File: config.mk
export PLATFORM = sky130hd
export DESIGN_NAME = annexb_nal_splitter
export DESIGN_NICKNAME = d
export VERILOG_FILES = /design/src/rtl/anxb_pkg.sv /design/src/rtl/anxb_front.sv /design/src/rtl/anxb_queue.sv /design/src/rtl/anxb_back.sv /design/src/rtl/annexb_nal_splitter.sv
export VERILOG_INCLUDE_DIRS = /design/src /design/src/rtl
export SDC_FILE = /design/constraint.sdc
export NUM_CORES = 1
export LEC_CHECK = 0
export BUFFER_PORTS_ARGS = -buffer_cell sky130_fd_sc_hd__buf_2
export CORE_MARGIN = 1.5
export CORE_UTILIZATION = 60
export CTS_BUF_LIST = sky130_fd_sc_hd__clkbuf_16
export DETAILED_ROUTE_END_ITERATION = 12
export PLACE_DENSITY = 0.89
export SYNTH_ARGS = -nofsm -noshare
export SYNTH_HDL_FRONTEND = slang
export SYNTH_HIERARCHICAL = 1
export SYNTH_SLANG_ARGS = --single-unit
File: constraint.sdc
create_clock -name clk -period 4.4 [get_ports clk]
set_clock_uncertainty 0.05 [all_clocks]
set_input_delay 0.22 -clock clk [delete_from_list [all_inputs] [get_ports clk]]
set_output_delay 0.22 -clock clk [all_outputs]
set_load 0.1 [all_outputs]
File: src/rtl/assert_macros.svh
// Assertion macros shared by the RTL.
// No dependencies; include by bare file name.
`ifndef ASSERT_MACROS_SVH
`define ASSERT_MACROS_SVH
`ifndef SYNTH
`define CHK_IMPLIES(label, clk, rst, ante, cons) \
  label: assert property (@(posedge clk) disable iff (rst) (ante) |-> (cons)) \
    else $error("implication check failed");
`define CHK_NEXT(label, clk, rst, ante, cons) \
  label: assert property (@(posedge clk) disable iff (rst) (ante) |=> (cons)) \
    else $error("next-cycle check failed");
`define CHK_NEVER(label, clk, rst, expr) \
  label: assert property (@(posedge clk) disable iff (rst) !(expr)) \
    else $error("forbidden condition seen");
`else
`define CHK_IMPLIES(label, clk, rst, ante, cons)
`define CHK_NEXT(label, clk, rst, ante, cons)
`define CHK_NEVER(label, clk, rst, expr)
`endif
`endif

File: src/rtl/anxb_pkg.sv
// Types and constants for the Annex-B NAL unit splitter.
// No dependencies.
package anxb_pkg;

  localparam logic [1:0] KIND_BYTE     = 2'd0;
  localparam logic [1:0] KIND_END_UNIT = 2'd1;
  localparam logic [1:0] KIND_STATUS   = 2'd2;

  localparam int QDEPTH = 4;
  localparam int QPTR_W = $clog2(QDEPTH);
  localparam int QCNT_W = $clog2(QDEPTH + 1);

  typedef struct packed {
    logic [7:0] in_byte;
    logic       end_of_buffer;
  } in_t;

  typedef struct packed {
    logic [1:0] kind;
    logic [7:0] out_byte;
    logic       units_found;
    logic       last_of_run;
  } out_t;

  // one input byte's worth of results: zeros, then byte, then end, then status
  typedef struct packed {
    logic [2:0] zero_cnt;
    logic       has_byte;
    logic [7:0] data;
    logic       end_unit;
    logic       status;
    logic       found;
  } cmd_t;

  typedef struct packed {
    logic full;
    logic empty;
  } qstat_t;

endpackage

File: src/rtl/anxb_front.sv
// Front end: start code tracking, turns each byte into a result descriptor.
// Depends on anxb_pkg.
module anxb_front import anxb_pkg::*; (
  input  logic   clk,
  input  logic   rst,
  input  logic   src_valid,
  output logic   src_stall,
  input  in_t    src,
  input  qstat_t qs,
  output logic   push,
  output cmd_t   cmd
);

  logic [1:0] zero_run;
  logic       inside_unit;
  logic       unit_has_bytes;
  logic       any_unit_seen;

  logic [1:0] zero_run_next;
  logic       inside_unit_next;
  logic       unit_has_bytes_next;
  logic       any_unit_seen_next;
  logic       accept;

  assign src_stall = qs.full;
  assign accept    = src_valid && !qs.full;

  always_comb begin
    cmd                 = '0;
    cmd.data            = src.in_byte;
    zero_run_next       = zero_run;
    inside_unit_next    = inside_unit;
    unit_has_bytes_next = unit_has_bytes;
    any_unit_seen_next  = any_unit_seen;

    priority if (src.in_byte == 8'h00) begin
      if (zero_run == 2'd3) begin
        // oldest held zero is pushed out as payload
        if (inside_unit) begin
          cmd.zero_cnt        = 3'd1;
          unit_has_bytes_next = 1'b1;
        end
      end else begin
        zero_run_next = zero_run + 2'd1;
      end
    end else if (src.in_byte == 8'h01 && zero_run >= 2'd2) begin
      cmd.end_unit        = inside_unit && unit_has_bytes;
      any_unit_seen_next  = any_unit_seen | cmd.end_unit;
      inside_unit_next    = 1'b1;
      unit_has_bytes_next = 1'b0;
      zero_run_next       = 2'd0;
    end else begin
      if (inside_unit) begin
        cmd.zero_cnt        = {1'b0, zero_run};
        cmd.has_byte        = 1'b1;
        unit_has_bytes_next = 1'b1;
      end
      zero_run_next = 2'd0;
    end

    if (src.end_of_buffer) begin
      if (inside_unit_next) begin
        cmd.zero_cnt = cmd.zero_cnt + {1'b0, zero_run_next};
        if (zero_run_next != 2'd0) begin
          unit_has_bytes_next = 1'b1;
        end
      end
      if (inside_unit_next && unit_has_bytes_next) begin
        cmd.end_unit       = 1'b1;
        any_unit_seen_next = 1'b1;
      end
      cmd.status          = 1'b1;
      cmd.found           = any_unit_seen_next;
      zero_run_next       = 2'd0;
      inside_unit_next    = 1'b0;
      unit_has_bytes_next = 1'b0;
      any_unit_seen_next  = 1'b0;
    end
  end

  // bytes that yield nothing never reach the queue
  assign push = accept && (cmd.zero_cnt != 3'd0 || cmd.has_byte || cmd.end_unit || cmd.status);

  always_ff @(posedge clk) begin
    if (rst) begin
      zero_run       <= 2'd0;
      inside_unit    <= 1'b0;
      unit_has_bytes <= 1'b0;
      any_unit_seen  <= 1'b0;
    end else if (accept) begin
      zero_run       <= zero_run_next;
      inside_unit    <= inside_unit_next;
      unit_has_bytes <= unit_has_bytes_next;
      any_unit_seen  <= any_unit_seen_next;
    end
  end

endmodule

File: src/rtl/anxb_queue.sv
// Short descriptor queue between front and back ends, flip-flop storage.
// Depends on anxb_pkg.
module anxb_queue import anxb_pkg::*; (
  input  logic   clk,
  input  logic   rst,
  input  logic   push,
  input  cmd_t   wdata,
  input  logic   pop,
  output cmd_t   rdata,
  output qstat_t qs
);

  cmd_t              entries [QDEPTH];
  logic [QPTR_W-1:0] wr_ptr;
  logic [QPTR_W-1:0] rd_ptr;
  logic [QCNT_W-1:0] count;

  assign qs.full  = (count == QCNT_W'(QDEPTH));
  assign qs.empty = (count == '0);
  assign rdata    = entries[rd_ptr];

  always_ff @(posedge clk) begin
    if (push) begin
      entries[wr_ptr] <= wdata;
    end
  end

  always_ff @(posedge clk) begin
    if (rst) begin
      wr_ptr <= '0;
      rd_ptr <= '0;
      count  <= '0;
    end else begin
      if (push) begin
        wr_ptr <= wr_ptr + QPTR_W'(1);
      end
      if (pop) begin
        rd_ptr <= rd_ptr + QPTR_W'(1);
      end
      unique case ({push, pop})
        2'b10:   count <= count + QCNT_W'(1);
        2'b01:   count <= count - QCNT_W'(1);
        default: count <= count;
      endcase
    end
  end

endmodule

File: src/rtl/anxb_back.sv
// Back end: expands the head descriptor into result words, one per cycle when
// not stalled, into the output register. Depends on anxb_pkg.
module anxb_back import anxb_pkg::*; (
  input  logic   clk,
  input  logic   rst,
  input  cmd_t   head,
  input  qstat_t qs,
  output logic   pop,
  output logic   res_valid,
  input  logic   res_stall,
  output out_t   res
);

  logic [2:0] zsent;
  logic       bsent;
  logic       esent;

  out_t r;
  logic last;
  logic step_z;
  logic step_b;
  logic step_e;
  logic go;

  assign go  = !qs.empty && (!res_valid || !res_stall);
  assign pop = go && last;

  always_comb begin
    r      = '0;
    last   = 1'b0;
    step_z = 1'b0;
    step_b = 1'b0;
    step_e = 1'b0;
    priority if (zsent != head.zero_cnt) begin
      r.kind = KIND_BYTE;
      last   = !(head.has_byte || head.end_unit || head.status) &&
               (zsent + 3'd1 == head.zero_cnt);
      step_z = 1'b1;
    end else if (head.has_byte && !bsent) begin
      r.kind     = KIND_BYTE;
      r.out_byte = head.data;
      last       = !(head.end_unit || head.status);
      step_b     = 1'b1;
    end else if (head.end_unit && !esent) begin
      r.kind = KIND_END_UNIT;
      last   = !head.status;
      step_e = 1'b1;
    end else begin
      r.kind        = KIND_STATUS;
      r.units_found = head.found;
      last          = 1'b1;
    end
    r.last_of_run = last;
  end

  always_ff @(posedge clk) begin
    if (rst) begin
      zsent     <= 3'd0;
      bsent     <= 1'b0;
      esent     <= 1'b0;
      res_valid <= 1'b0;
    end else if (go) begin
      res       <= r;
      res_valid <= 1'b1;
      if (last) begin
        zsent <= 3'd0;
        bsent <= 1'b0;
        esent <= 1'b0;
      end else begin
        zsent <= zsent + {2'b00, step_z};
        bsent <= bsent | step_b;
        esent <= esent | step_e;
      end
    end else if (!res_stall) begin
      res_valid <= 1'b0;
    end
  end

endmodule

File: src/rtl/annexb_nal_splitter.sv
// Channel  Dir  Handshake             Word
// src      in   src_valid/src_stall   in_t  (in_byte, end_of_buffer)
// res      out  res_valid/res_stall   out_t (kind, out_byte, units_found, last_of_run)
//
// One byte accepted per cycle while the 4-entry descriptor queue has room.
// The back end writes one result word per cycle into the output register while
// res_stall does not hold it; a byte giving n results (1 to 6) occupies the back
// end for all of them, and its first result passes the queue and output register.
// Synchronous reset clears unit tracking, queue and output valid.
// src_stall rises only on a full queue; res_stall freezes the output register.
// Top level of the Annex-B splitter: front, queue, back. Depends on anxb_pkg.
`include "assert_macros.svh"
module annexb_nal_splitter import anxb_pkg::*; (
  input  logic clk,
  input  logic rst,
  input  logic src_valid,
  output logic src_stall,
  input  in_t  src,
  output logic res_valid,
  input  logic res_stall,
  output out_t res
);

  qstat_t qs;
  logic   push;
  logic   pop;
  cmd_t   wcmd;
  cmd_t   head;

  anxb_front u_front (
    .clk       (clk),
    .rst       (rst),
    .src_valid (src_valid),
    .src_stall (src_stall),
    .src       (src),
    .qs        (qs),
    .push      (push),
    .cmd       (wcmd)
  );

  anxb_queue u_queue (
    .clk   (clk),
    .rst   (rst),
    .push  (push),
    .wdata (wcmd),
    .pop   (pop),
    .rdata (head),
    .qs    (qs)
  );

  anxb_back u_back (
    .clk       (clk),
    .rst       (rst),
    .head      (head),
    .qs        (qs),
    .pop       (pop),
    .res_valid (res_valid),
    .res_stall (res_stall),
    .res       (res)
  );

  `CHK_IMPLIES(a_status_last, clk, rst, res_valid && res.kind == KIND_STATUS, res.last_of_run)
  `CHK_IMPLIES(a_byte_zero, clk, rst, res_valid && res.kind != KIND_BYTE, res.out_byte == 8'h00)
  `CHK_NEVER(a_found_status, clk, rst, res_valid && res.kind != KIND_STATUS && res.units_found)
  `CHK_NEXT(a_back_moves, clk, rst, !qs.empty && !(res_valid && res_stall), res_valid)

endmodule

==> results of run 1 <==
## per-layer routing
layer / wire, um / global-route usage, %
met4: 165 / 10.88
met5: 0 / 0
met1: 2868 / 26.73
met3: 332 / 5.058
met2: 3388 / 32.40
## area by class of cell
class                      count  area, um^2  area share (%)
tap                           77       96.34           2.165
inverter                      11       41.29          0.9280
clock inverter                 7       63.81           1.434
timing repair buffer          29       152.6           3.431
sequential                    92        2562           57.59
multi-input combinational    150        1308           29.39
clock buffer                   9       225.2           5.062
## worst max-delay path by stage
stage | startpoint | endpoint | slack (ps)
after floorplan | register | u_queue/count[2] | 860
after global placement | register | u_queue/count[2] | 800
after detailed placement | register | u_queue/count[2] | 650
after CTS | register | u_queue/count[2] | 590
after global routing | register | u_queue/count[2] | 400
final | register | u_queue/count[2] | 610
## flip-flops by register name, summed over array words and instances (netlist names), 2 cells and up, named ones only
name              count
u_queue/wr_ptr        2
u_queue/rd_ptr        2
u_back/zsent          3
u_back/res           12
u_queue/count         3
u_front/zero_run      2
u_queue/entries      60
## synth_stat cells (2+ instances only)
master,count
a211oi_1,2
a21oi_1,10
a31oi_1,2
and2_1,15
and3_1,2
buf_2,2
buf_4,10
clkbuf_1,5
dfxtp_1,20
edfxtp_1,72
fa_1,2
ha_1,8
inv_1,11
mux2i_1,3
mux4_1,5
mux4_2,10
nand2_1,11
nand2b_1,5
nand3_1,2
nand4_1,3
nor2_1,15
nor2b_1,4
nor3_1,6
nor3b_1,2
nor4_1,2
o2111ai_1,2
o21a_1,5
o21ai_0,3
or3_1,3
xnor2_1,4
xor2_1,6
## where the power goes
part	leakage (nW)	switching, mW	internal [mW]
combinational	0.583	0.186	0.0763
clock	0.137	0.344	0.397
sequential	0.809	0.0210	0.973
## kinds of logic (layout without fill, tap and decap cells)
logic type / count (synthesis) / in the layout / synth area share, %
mux: 18 / 18 / 9.555
fa+ha+maj: 10 / 10 / 3.463
compound gates: 36 / 36 / 6.154
xor+xnor: 11 / 11 / 2.721
simple gates: 75 / 75 / 10.42
flops: 92 / 92 / 63.33
buf+inv: 30 / 56 / 4.360
## through the flow
stage	cells	hold WS, ps	instance area, um^2	setup WS (ps)
floorplan	272	239.1	4046	863.7
global placement	359	397.1	4160	798.4
detailed placement	359	413.1	4160	651.8
CTS	375	54.47	4449	594.6
global route	375	60.58	4449	402.6
finish	375	65.15	4449	609.9
==> flow_summary_export.csv, run 1 <==
group,metric,value,unit
route,drt-vias-per-instance,5.963,
worst_hold_path,min_from,"src[5]",
die,die_x,85.12,um
logic_synthesis,synth.distinct_cells,51,
worst_setup_path,required,4620,ps
route,ant_nets,0,
clock_tree,clock_latency,350,ps
global_route,grt_pass1_vias,2204,
cells_and_area,final_common_cell,"edfxtp_1",
timing,fin_crit,3790,ps
worst_setup_path,regToRegSetupSlack,610,ps
timing,tns,0,ps
logic_synthesis,ys_ff_latch,92,
power,ir_drop,0.3343,mV
timing,drv_slew,0,
flow_run,max_cap_viol_count,0,
logic_synthesis,yosysSeqAreaShare,63.33,%
route,drt_first_pass_iters,10,
clock_tree,clk_pin_slew_worst_paths,70,ps
route,num_vias,2236,
die,die_area,7245,um^2
clock_tree,cts-resized-gates,0,
timing,rsz0062_at_grt,"no",
power,total_power,1.997,mW
route,drc,2,
logic_synthesis,synth_ff_type,"edfxtp_1",
die,rows,29,
logic_synthesis,syn-mean-instance-area,14.88,um^2
status,status,"complete, but fails checks",
worst_hold_path,hold_path_class,"input port to register",
die,io_pins,27,
worst_setup_path,endpoint_kind,"register",
power,p_leak,1.529,nW
global_route,grt_overflow,0,
logic_synthesis,yosysWarnings,6,
logic_synthesis,synthArstFlopShare,0,%
cells_and_area,syn_to_final_growth,9.957,%
route,wirelength,6755,um
cells_and_area,final_nets,316,
clock_tree,root_buffer,"clkbuf_16",
worst_hold_path,hold_path_end,"u_queue/entries[2][7]",
logic_synthesis,syn_inst,272,
route,drt_iter0_markers,150,
clock_tree,clock-sinks,92,
place,place.detailed.hpwl,4629,um
worst_setup_path,cp_max_fo,9,
timing,hold_viol,0,
power,power_density,448.8,nW/um^2
timing,relSlewSlack,38.38,%
cells_and_area,fill_cells,420,
worst_setup_path,critical_path_buf_inv_count,1,
worst_hold_path,min_delay_path_depth,1,
timing,tightestPinTransition,915.9,ps
global_route,grt_pass1_wl,10960,um
clock_tree,cts_max_level,3,
clock_tree,cts.hold.buffers_added,0,
worst_setup_path,cp.depth,11,
worst_setup_path,arrival,4010,ps
logic_synthesis,syn-num-nets,295,
worst_setup_path,slowest_delay,700,ps
worst_setup_path,cp_top_family,"simple AND/OR/NAND/NOR gates",
logic_synthesis,synth_top_area_share,53.43,%
global_route,track_usage,20.58,%
clock_tree,cts_buffers,9,
logic_synthesis,synth-edff-count,72,
cells_and_area,final_util,69.28,%
place,gp_congestion,0.8557,
cells_and_area,antennaDiodeCount,0,
logic_synthesis,synthTopCellsByArea,"edfxtp_1, dfxtp_1, mux4_2",
clock_tree,cts_tree,"done",
worst_setup_path,reg2reg_depth,11,
cells_and_area,drive_above_1_share,19.46,%
logic_synthesis,yosys.area.top_type,"edfxtp_1",
route,wl_per_cell,18.01,um
status,violations,"DRC",
clock_tree,post_cts_buffers,0,
timing,setup_viol,0,
cells_and_area,layout_common_cells,"edfxtp_1, buf_2, dfxtp_1",
worst_setup_path,slowest_stage,"mux4_1",
clock_tree,clk_path_buf_depth,2,
logic_synthesis,netlist_area,4046,um^2
global_route,antenna_found_initial,0,
worst_setup_path,critPathLaunchType,"register",
die,initial_core_util,63.00,%
place,io_buffer_count,26,
worst_setup_path,worstSetupPathType,"register to register",
timing,clock.fmax,263.8,MHz
worst_setup_path,critical_path.cell_chain,"mux4_1 > xor2_1 > or3_1 > o21ai_1 > and2_1 > ha_1 > inv_1 > fa_1 > xor2_1 > or3_1 > a21oi_1",
die,die_height,85.12,um
die,core_area,6422,um^2
worst_setup_path,worstReg2RegEnd,"u_queue/count[2]",
global_route,grt_max_degree,24,
timing,fin_crit_sh,86.14,%
No activity file was read; power rests on OpenSTA's default activity.
==> inputs of run 2 (changes only) <==
==> constraint.sdc (replaced) <==
create_clock -name clk -period 4.4 [get_ports clk]
set_clock_uncertainty 0.05 [all_clocks]
set_input_delay 0.44 -clock clk [delete_from_list [all_inputs] [get_ports clk]]
set_output_delay 0.44 -clock clk [all_outputs]
set_load 0.1 [all_outputs]
==> run 2 against run 1 <==
Compared with the run above: utilization rose by 0.53 points; global-route usage rose by 0.47 points; non-clock buffer count did not move; critical path depth did not move; maximum frequency fell by 5.6%; sequential share of layout area fell by 0.43 points; power rose by 4.1%; the flow still finishes with violations (DRC); register-to-register slack got worse by 230 ps; highest routed layer unchanged; clock power rose by 11%; combinational power barely moved; via count rose by 1.9%; final cell count did not move.
==> flow_summary_export.csv, run 2 (same netlist as run 1, synthesis figures left out) <==
group,metric,value,unit
clock_tree,cts.hold.buffers_added,0,
global_route,grt_pass1_wl,11100,um
clock_tree,cts_max_level,3,
route,drt-vias-per-instance,6.077,
global_route,grt_pass1_vias,2187,
clock_tree,clk_pin_slew_worst_paths,60,ps
cells_and_area,final_cells,375,
power,switching_share,25.53,%
clock_tree,clk_path_buf_depth,2,
cells_and_area,top_regs,"u_queue/entries (60), u_back/res (12)",
timing,clock.fmax,249.0,MHz
place,io_buffer_count,26,
place,placedCellCount,359,
power,p_seq_share,47.8,%
cells_and_area,largest_reg_flops,60,
route,drt_first_pass_iters,9,
worst_setup_path,worstSetupPathType,"register to register",
route,drt_iter0_markers,164,
place,gp_congestion,0.8487,
cells_and_area,final_nets,316,
worst_setup_path,endpoint_kind,"register",
timing,fin_crit_sh,91.28,%
route,ant_nets,0,
global_route,track_usage,21.05,%
cells_and_area,drive_above_1_share,19.13,%
place,place.detailed.hpwl,4527,um
die,die_area,7245,um^2
worst_setup_path,cp_max_fo,9,
power,p_leak,1.550,nW
clock_tree,cts-resized-gates,0,
status,violations,"DRC",
worst_hold_path,hold_path_class,"input port to register",
die,io_pins,27,
status,status,"complete, but fails checks",
power,p_comb_share,12.6,%
timing,drv_slew,0,
worst_setup_path,critPathLaunchType,"register",
die,core_area,6422,um^2
clock_tree,cts_tree,"done",
power,clkPwrFrac,39.5,%
route,wl_per_cell,18.75,um
route,num_vias,2279,
cells_and_area,layout_common_cells,"edfxtp_1, buf_2, dfxtp_1",
timing,tightestPinTransition,1003,ps
cells_and_area,regMostFlops,"u_queue/entries",
power,power_switching,0.5310,mW
clock_tree,clock_latency,340,ps
route,wirelength,7030,um
die,die_height,85.12,um
cells_and_area,antennaDiodeCount,0,
power,p_int,1.549,mW
die,rows,29,
timing,setup_viol,0,
worst_setup_path,required,4620,ps
flow_run,max_cap_viol_count,0,
global_route,antenna_found_initial,0,
cells_and_area,fill_cells,389,
cells_and_area,final_util,69.80,%
cells_and_area,syn_to_final_growth,10.79,%
clock_tree,cts_buffers,9,
route,drc,2,
clock_tree,root_buffer,"clkbuf_16",
global_route,grt_max_degree,24,
worst_setup_path,arrival,4240,ps
global_route,grt_overflow,0,
timing,tns,0,ps
die,initial_core_util,63.00,%
cells_and_area,final_common_cell,"edfxtp_1",
power,power_density,463.9,nW/um^2
timing,rsz0062_at_grt,"no",
timing,hold_viol,0,
clock_tree,clock-sinks,92,
clock_tree,post_cts_buffers,0,
power,ir_drop,0.3292,mV
timing,fin_crit,4016,ps
timing,relSlewSlack,32.51,%
die,die_x,85.12,um
==> run 2: cell types whose count changed in the layout (fill, tap and decap cells not counted) <==
cell        delta
clkinvlp_4     -1
clkinv_4       +1
bufinv_16      +2
inv_1          +1
inv_6          -1
inv_8          -2
==> run 2: stage by stage <==
stage	hold WS [ps]	cell area [um^2]	power, mW	setup slack [ps]
detailed placement	405.4	4160	1.271	456.9
global route	287.3	4483	2.145	149.4
floorplan	391.4	4046	1.228	863.7
global placement	400.9	4160	1.263	597.7
finish	293.3	4483	2.080	383.6
CTS	282.9	4483	2.089	374.2
==> run 2: power groups by stage <==
stage               Sequential, mW  Combinational [mW]  Clock (mW)
finish                       0.995               0.263       0.822
global route                 0.999               0.283       0.864
CTS                          0.995               0.263       0.832
detailed placement            1.01               0.258           0
global placement              1.01               0.252           0
floorplan                     1.09               0.139           0
==> run 2: final cells by class <==
| class | instances | area (um^2) | area share, % |
|---|---|---|---|
| clock inverter | 7 | 97.59 | 2.177 |
| inverter | 11 | 41.29 | 0.9210 |
| multi-input combinational | 150 | 1308 | 29.17 |
| timing repair buffer | 29 | 152.6 | 3.405 |
| tap | 77 | 96.34 | 2.149 |
| clock buffer | 9 | 225.2 | 5.024 |
| sequential | 92 | 2562 | 57.16 |
==> run 2: path summary, 6_finish.rpt <==
path                                 to                  start  slack, ps  cells past startpoint
setup / recovery       u_queue/count[2]               register        380                     11
hold / removal    u_queue/entries[0][8]                 src[6]        290                      1
setup reg to reg       u_queue/count[2]               register        380                     11
hold reg to reg   u_front/any_unit_seen  u_front/any_unit_seen        420                      1
==> run 2: metal layers <==
layer | part of all wire, % | vias to the layer above | track usage (%)
met5 | 0 | - | 0
met4 | 1.8 | 0 | 10.88
met3 | 3.9 | 11 | 3.502
met2 | 49 | 65 | 33.91
met1 | 45 | 1141 | 27.92
li1 | - | 1062 | -
==> run 2: critical path, cell delays in order (launching register included) <==
cell     delay, ps
dfxtp_1        620
mux4_1         680
xor2_1         180
or3_1          470
o21ai_1        370
and2_1         280
ha_1           230
inv_1           70
fa_1           380
xor2_1         180
or3_1          310
a21oi_1        140
